==> config.mk <==
export PLATFORM = sky130hd
export DESIGN_NAME = tccw_ctrl
export DESIGN_NICKNAME = d
export VERILOG_FILES = /design/src/hw/rtl/tccw_pkg.sv /design/src/hw/rtl/tccw_ctrl.sv
export SDC_FILE = /design/constraint.sdc
export NUM_CORES = 1
export LEC_CHECK = 0
export BUFFER_PORTS_ARGS = -buffer_cell sky130_fd_sc_hd__buf_2
export CORE_AREA = 2 2 39 41
export DETAILED_ROUTE_END_ITERATION = 8
export DIE_AREA = 0 0 41 43
export PLACE_DENSITY = 0.66
export SETUP_SLACK_MARGIN = 0.5
export SLEW_MARGIN = 15
export SYNTH_ARGS = -nofsm -noshare
export SYNTH_HDL_FRONTEND = slang
export SYNTH_SLANG_ARGS = --single-unit
==> constraint.sdc <==
create_clock -name clk -period 1.7 [get_ports clk]
set_input_delay 0.17 -clock clk [delete_from_list [all_inputs] [get_ports clk]]
set_output_delay 0.17 -clock clk [all_outputs]
set_load 0.02 [all_outputs]
==> src/hw/rtl/tccw_pkg.sv <==
package tccw_pkg;

  typedef enum logic [3:0] {
    ST_INIT,
    ST_IDLE,
    ST_CLEAR,
    ST_PUT,
    ST_RDCAP,
    ST_SCR_RD,
    ST_SCR_WR,
    ST_FILL,
    ST_RESULT
  } state_t;

  typedef enum logic [2:0] {
    OP_IDLE,
    OP_SWEEP,
    OP_PUT,
    OP_RDCAP,
    OP_SCR_RD,
    OP_SCR_WR,
    OP_FILL,
    OP_RESULT
  } op_t;

  typedef enum logic [1:0] {
    CMD_PUT   = 2'd0,
    CMD_CLEAR = 2'd1,
    CMD_READ  = 2'd2,
    CMD_NOP   = 2'd3
  } cmd_t;

  typedef struct packed {
    op_t  op;
    logic accept;
  } ctl_t;

  typedef struct packed {
    logic sweep_last;
    logic scroll_req;
    logic tab_more;
    logic copy_last;
    logic fill_last;
    logic no_copy;
    logic area_zero;
    logic res_busy;
  } sts_t;

  localparam logic [7:0] CH_BS    = 8'h08;
  localparam logic [7:0] CH_TAB   = 8'h09;
  localparam logic [7:0] CH_LF    = 8'h0A;
  localparam logic [7:0] CH_CR    = 8'h0D;
  localparam logic [7:0] CH_SPACE = 8'h20;
  localparam logic [7:0] CH_QMARK = 8'h3F;
  localparam logic [7:0] CH_TILDE = 8'h7E;
  localparam logic [7:0] CH_DEL   = 8'h7F;

  localparam int unsigned CFG_DW = 32;
  localparam int unsigned CFG_AW = 3;

endpackage

==> src/hw/rtl/tccw_ctrl.sv <==
module tccw_ctrl (
  input  logic            clk,
  input  logic            rst_n,
  input  logic            in_tvalid,
  input  tccw_pkg::cmd_t  in_cmd,
  input  tccw_pkg::sts_t  sts,
  output logic            in_tready,
  output tccw_pkg::ctl_t  ctl
);
  import tccw_pkg::*;

  state_t state_r, state_nxt;

  always_ff @(posedge clk) begin
    if (!rst_n) begin
      state_r <= ST_INIT;
    end else begin
      state_r <= state_nxt;
    end
  end

  always_comb begin
    state_nxt  = state_r;
    in_tready  = 1'b0;
    ctl.op     = OP_IDLE;
    ctl.accept = 1'b0;
    case (state_r)
      ST_INIT: begin
        ctl.op = OP_SWEEP;
        if (sts.sweep_last) state_nxt = ST_IDLE;
      end
      ST_IDLE: begin
        in_tready = 1'b1;
        if (in_tvalid) begin
          ctl.accept = 1'b1;
          case (in_cmd)
            CMD_PUT:   state_nxt = sts.area_zero ? ST_RESULT : ST_PUT;
            CMD_CLEAR: state_nxt = ST_CLEAR;
            CMD_READ:  state_nxt = ST_RDCAP;
            default:   state_nxt = ST_RESULT;
          endcase
        end
      end
      ST_CLEAR: begin
        ctl.op = OP_SWEEP;
        if (sts.sweep_last) state_nxt = ST_RESULT;
      end
      ST_PUT: begin
        ctl.op = OP_PUT;
        if (sts.scroll_req) state_nxt = sts.no_copy ? ST_FILL : ST_SCR_RD;
        else if (!sts.tab_more) state_nxt = ST_RESULT;
      end
      ST_RDCAP: begin
        ctl.op    = OP_RDCAP;
        state_nxt = ST_RESULT;
      end
      ST_SCR_RD: begin
        ctl.op    = OP_SCR_RD;
        state_nxt = ST_SCR_WR;
      end
      ST_SCR_WR: begin
        ctl.op    = OP_SCR_WR;
        state_nxt = sts.copy_last ? ST_FILL : ST_SCR_RD;
      end
      ST_FILL: begin
        ctl.op = OP_FILL;
        if (sts.fill_last) state_nxt = ST_RESULT;
      end
      ST_RESULT: begin
        if (!sts.res_busy) begin
          ctl.op    = OP_RESULT;
          state_nxt = ST_IDLE;
        end
      end
      default: state_nxt = ST_INIT;
    endcase
  end

endmodule

* Word level (Yosys, flattened, before mapping)
Index checks and enable logic that the tools add are counted.
Word-level totals: bits in registers 4
Cells by class: equal/unequal tests 16, muxes and demuxes 17, reduce and logical (&&, ||, !) cells 4
Operators with widths (count):
- 4-bit case mux with 9 select lines | 1
- 4-bit two-way mux | 8
- 3-bit case mux with 7 select lines | 1
- 4-bit by 3-bit equality test with 1-bit output, second input constant | 4
- 4-bit case mux with 3 select lines | 1
- 2-bit != test, second input constant | 5
- 4-bit by 2-bit equality test with 1-bit output, second input constant | 2
- 6-bit AND reduction | 1
- 4-bit by 1-bit equality test with 1-bit output, second input constant | 1
- 4-bit equality test, second input constant | 1
- 4-bit logical NOT | 1
- 2-bit two-way mux | 2
- 1-bit two-way mux | 3
- 3-bit two-way mux | 1
- 3-bit != test, second input constant | 1
- 2-bit by 1-bit equality test with 1-bit output, second input constant | 1
- 2-bit equality test, second input constant | 1
- 2-bit logical NOT | 1
- 2-bit OR reduction | 1

* Logic depth before layout (Yosys ltp)
Gate-level depths: netlist of run 1.
word-level depth 4, depth in mapped cells 6, mapped depth without buffers 4

* Worst setup path before layout of run 1
OpenSTA, ideal clock, no wires.
path type register -> register, start point reg state_r[1], end point reg state_r[1], setup time 0.091 ns, arrival 1.468 ns, data required time 1.609 ns, setup slack 0.141 ns, stages on the path, launching flop included 6, path through dfxtp_1 > buf_6 > nor4b_2 > nor3b_2 > a311oi_1 > a311oi_1
Between the ends: cells in the longest elaborated chain, start to end 3, elaborated cells between the ends (all ways) 17, those cells by class eq/ne (14); mux (1); reduce/logical (2)
Ends and longest elaborated chain:
- start: declaration | line tccw_ctrl.sv:12 | state_t state_r, state_nxt;
- start signal: assignment | line tccw_ctrl.sv:18 | state_r <= state_nxt;
- 4-bit by 2-bit equality test with 1-bit output, or another cell as far along | line tccw_ctrl.sv:27 | case (state_r)
- 3-bit != test (no line) or 2-bit != test (tied branches)
- 6-bit AND reduction (no line)
Parallel ways exist; a longest one is shown, timed or not. A chain may end at the register's enable or synchronous reset.

==> results_dict.tcl, run 1 <==
set metrics [dict create \
    post_drt_wl_per_cell_um 13.8 \
    antenna_found_initial 0 \
    ant_nets 0 \
    period_share_pct 83.0 \
    tns_ns 0 \
    cap_violations 0 \
    die_area_sq_mm 0.00176 \
    io_pins 18 \
    root_buffer "clkbuf_4" \
    finalNetCount 116 \
    layout_commonest_cell "buf_4" \
    clk_path_buf_depth 2 \
    largest_register_ffs 4 \
    drc 0 \
    rsz0062_at_grt "yes" \
    drive_above_1_share_pct 66.3 \
    powerDensity_mw_per_mm2 836 \
    die_h_um 43 \
    diodes 0 \
    synth_top_family_by_area "simple AND/OR/NAND/NOR gates" \
    synth_mux_area_share_pct 1.88 \
    drtIter0Drc 14 \
    synth_xor_xnor_area_share_pct 1.65 \
    critPathMaxStageDelay_ns 0.34 \
    syn_to_final_growth_pct 70.1 \
    top_regs "state_r x4" \
    path_cells "buf_4 > or2_4 > o21ai_2 > buf_6" \
    place.gp.congestion 0.829 \
    hold_buffers 0 \
    syn_inst 70 \
    syn_nets 83 \
    hold_viol 0 \
    skew_ns 0.00121 \
    maxSlewHeadroom_pct 82.6 \
    synth_warnings 0 \
    synth-edff-count 0 \
    worstMarginPinSlew_ns 0.259 \
    synth_compound_area_share_pct 31.5 \
    yosysUniqueCellTypes 38 \
    core_sq_mm 0.00138 \
    grt_pass1_vias 577 \
    synthSimpleGateAreaFrac_pct 40.0 \
    clkLatencyLatePin_ns 0.23 \
    path_buf_inv 2 \
    via_count 643 \
    largest-register "state_r" \
    grt_usage_pct 19.5 \
    hp-class "input pin to flop" \
    routed_wirelength_mm 1.62 \
    clock-sinks 4 \
    required_ns 1.53 \
    p_leak_nw 0.371 \
    maxSlewViolCount 0 \
    ys_seq_area_share_pct 15.1 \
    dr.pass1.iters 4 \
    synth_adder_area_share_pct 0 \
    grt_max_degree 16 \
    synth_area_sq_um 532 \
    layout_common_cells "buf_4 (14), buf_2 (13), buf_6 (6), a21oi_1 (4), dfxtp_4 (4)" \
    clk_pin_slew_ns 0.03 \
    cts_buffers 3 \
    grt_overflow_total 0 \
    crit_family "flip-flops" \
    setup_viol 0 \
    async_reset_ff_share_pct 0 \
    die_width_um 41 \
    initial_core_util_pct 38.4 \
    dp_cells 103 \
    worstSetupPathType "flop to output port" \
    cpMaxStageDelayCell "dfxtp_4" \
    fmax_ghz 0.709 \
    htreeDepth 1 \
    stdcell_count 117 \
    io_buffers 17 \
    fin_crit_ns 1.41 \
    cts_tree "done" \
    ys.flop_type "dfxtp_1" \
    worstSetupEndpointType "output port" \
    grt_pass1_wl_mm 2.37 \
    vdd_drop_max_mv 0.447 \
    drt-vias-per-instance 5.50 \
    hpwlAfterDp_mm 1.04 \
    critPathArrivalTime_ns 1.24 \
    start_kind "flop" \
    syn_area_per_cell_sq_um 7.60 \
    path_max_fanout 8 \
    status "finished, final reports clean" \
    rows 14 \
    synth-seq-cells 4 \
]
timing repair:
item,4_1_cts,5_1_grt
resized for setup,31,9
setup endpoints to repair,9,9
setup buffers,4,7
pin swaps,12,5
gates cloned,0,0
where the power goes:
| group | switching (W) | internal (W) | leakage [nW] |
|---|---|---|---|
| Clock | 0.0000323 | 0.0000785 | 0.0138 |
| Sequential | 0.0000348 | 0.000115 | 0.0356 |
| Combinational | 0.000234 | 0.000262 | 0.321 |
| Total | 0.000301 | 0.000455 | 0.371 |
synth_stat cells, types with 2 or more instances:
cell	n	area share, %
a21oi_1	6	5.6
a311oi_1	2	3.3
buf_2	3	2.8
dfxtp_1	4	15
inv_1	3	2.1
nand2_1	4	2.8
nand2b_1	3	3.5
nand3_1	2	1.9
nor2_1	4	2.8
nor2b_1	2	2.4
nor3_1	5	4.7
o21ai_0	3	2.8
o21ai_1	3	2.8
o21bai_1	2	2.8
metal layers:
metal / vias up / global-route usage, % / routed length (um)
li1: 323 / - / -
met3: 2 / 3.66 / 81
met2: 24 / 30.6 / 833
met1: 294 / 25.1 / 692
met5: - / 0 / 0
met4: 0 / 7.33 / 10
path summary, 6_finish.rpt:
| check | cells after the start | slack [ns] | startpoint | endpoint |
|---|---|---|---|---|
| worst max-delay path | 4 | 0.29 | state_r[1] | ctl[2] |
| worst min-delay path | 3 | 0.21 | rst_n | state_r[0] |
| worst max register to register | 5 | 0.32 | state_r[1] | state_r[2] |
| worst min register to register | 3 | 0.70 | state_r[2] | state_r[0] |
worst min-delay path: cells and delay by family:
kind / cells / cell delay [ns]
buf+inv: 1 / 0.12
simple gates: 1 / 0.06
compound gates: 1 / 0.04
stage by stage:
stage | setup WS [ns] | hold slack (ns) | utilization (%) | instance area, sq um | total power (W)
final | 0.289 | 0.207 | 65.4 | 905 | 0.000756
after global routing | 0.219 | 0.199 | 65.4 | 905 | 0.000811
after CTS | 0.301 | 0.182 | 59.1 | 818 | 0.000678
after detailed placement | 0.107 | 0.436 | 48.6 | 672 | 0.000474
after global placement | 0.0747 | 0.432 | 48.6 | 672 | 0.000474
after floorplan | 0.324 | 0.286 | - | 576 | 0.000409
final cells by class:
cell class | count | area, sq um
Fill cell | 105 | 479
Clock buffer | 3 | 22.5
Timing Repair Buffer | 33 | 238
Multi-Input combinational cell | 58 | 518
Tap cell | 16 | 20.0
Inverter | 3 | 11.3
Sequential cell | 4 | 95.1
kinds of logic (layout without fill, tap and decap cells):
logic type	after synthesis	after routing
multiplexers	1	1
AND/OR/NAND/NOR	33	33
AO/OA/AOI/OAI	23	23
flip-flops	4	4
buffers and inverters	8	39
XOR/XNOR	1	1
No activity file was read; power rests on OpenSTA's default activity.
==> inputs of run 2 (changes only) <==
- clock period: 1.7 -> 1.5 ns (I/O delays scaled with it)
==> results_dict.tcl, run 2 (synthesis results as in run 1) <==
set metrics [dict create \
    drt-vias-per-instance 5.92 \
    maxSlewHeadroom_pct 75.4 \
    powerDensity_mw_per_mm2 1000 \
    root_buffer "clkbuf_4" \
    io_pins 18 \
    largest-register "state_r" \
    path_max_fanout 8 \
    layout_common_cells "buf_4 (15), buf_2 (12), buf_6 (9), a21oi_1 (4)" \
    path_buf_inv 1 \
    worstMarginPinSlew_ns 0.366 \
    start_kind "flop" \
    cpMaxStageDelayCell "dfxtp_2" \
    critPathMaxStageDelay_ns 0.43 \
    dr.pass1.iters 4 \
    maxSlewViolCount 0 \
    grt_usage_pct 27.1 \
    status "finished, final reports clean" \
    die_area_sq_mm 0.00176 \
    clk_path_buf_depth 2 \
    clk_pin_slew_ns 0.04 \
    hp-class "input pin to flop" \
    grt_pass1_wl_mm 3.22 \
    placed_cell_area_sq_um 748 \
    place.gp.congestion 0.848 \
    fin_crit_ns 1.45 \
    worstSetupPathType "flop to output port" \
    seq_area_sq_um 92.6 \
    initial_core_util_pct 38.4 \
    via_count 710 \
    diodes 0 \
    rsz0062_at_grt "yes" \
    rows 14 \
    core_sq_mm 0.00138 \
    grt_overflow_total 0 \
    largest_register_ffs 4 \
    drtIter0Drc 19 \
    routed_wirelength_mm 2.02 \
    path_cells "and2b_2 > nand2_1 > o21ai_4 > buf_6" \
    tns_ns 0 \
    setup_viol 0 \
    clock-sinks 4 \
    grt_max_degree 9 \
    die_h_um 43 \
    multi_input_area_sq_um 543 \
    htreeDepth 1 \
    io_buffers 17 \
    layout_commonest_cell "buf_4" \
    cap_violations 0 \
    top_regs "state_r x4" \
    crit_family "flip-flops" \
    postLayoutCellArea_sq_um 963 \
    hold_viol 0 \
    cts_tree "done" \
    post_drt_wl_per_cell_um 16.8 \
    grt_pass1_vias 736 \
    syn_to_final_growth_pct 81.2 \
    ant_nets 0 \
    worstSetupEndpointType "output port" \
    final_core_util_pct 69.6 \
    clkLatencyLatePin_ns 0.24 \
    fillers 105 \
    critPathArrivalTime_ns 1.30 \
    p_leak_nw 0.395 \
    required_ns 1.35 \
    drc 0 \
    die_width_um 41 \
    hpwlAfterDp_mm 1.25 \
    antenna_found_initial 0 \
    finalNetCount 119 \
    cts_buffers 3 \
    period_share_pct 96.8 \
    fmax_ghz 0.689 \
    skew_ns 0.00193 \
    vdd_drop_max_mv 0.543 \
    drive_above_1_share_pct 69.2 \
]
[run 2: cell types whose count changed in the layout (fill, tap and decap cells not counted), sizes merged]
cell,delta
buf,+3
[run 2: report_power, final]
group          total (W)  leakage, nW  switching (W)  internal [W]
clock           0.000146       0.0138      0.0000553     0.0000903
combinational   0.000647        0.345       0.000303      0.000344
sequential      0.000173       0.0353      0.0000431      0.000130
[run 2: cell type report]
class | instances | area share (%)
multi-input cells | 58 | 56.4
repair buffers | 36 | 28.4
flip-flops and latches | 4 | 9.61
clock buffers | 3 | 2.34
well taps | 16 | 2.08
inverters | 3 | 1.17
[run 2: worst paths after layout]
kind	start	to	slack, ns	cells after the start
hold / removal	rst_n	state_r[0]	0.16	3
setup reg to reg	state_r[1]	state_r[2]	0.08	5
setup / recovery	state_r[3]	ctl[2]	0.05	4
hold reg to reg	state_r[2]	state_r[0]	0.73	3
[run 2: repair_timing]
| item | in CTS | in global routing |
|---|---|---|
| pin swaps | 10 | 3 |
| buffers inserted | 11 | 0 |
| setup endpoints to repair | 9 | 9 |
| endpoints found under the hold margin | 0 | 0 |
| gates resized for setup | 30 | 4 |
| hold buffers | 0 | 0 |
[run 2: stage by stage]
step | hold slack, ns | total power [W] | std cells | setup slack [ns]
after CTS | 0.151 | 0.000931 | 120 | 0.0672
after global placement | 0.414 | 0.000616 | 106 | 0.0393
after global routing | 0.171 | 0.00103 | 120 | 0.0246
after floorplan | 0.266 | 0.000518 | 70 | 0.124
final | 0.155 | 0.000965 | 120 | 0.0477
after detailed placement | 0.419 | 0.000625 | 106 | -0.0254
[run 2: metal layers]
metal / global-route usage (%) / wire length, um / part of all wire (%) / up-vias
met5: 0 / 0 / 0 / -
met4: 15.3 / 65 / 3.2 / 0
met3: 3.66 / 104 / 5.2 / 8
met2: 44.1 / 1030 / 51 / 34
met1: 31.7 / 817 / 40 / 328
li1: - / - / - / 340
[run 2: worst reg2reg max path, cell delays in order (launching register included)]
cell and delay [ns]:
dfxtp_4 0.37, buf_6 0.14, nor2b_4 0.13, o221a_4 0.28, a2111oi_4 0.29, o21a_1 0.15
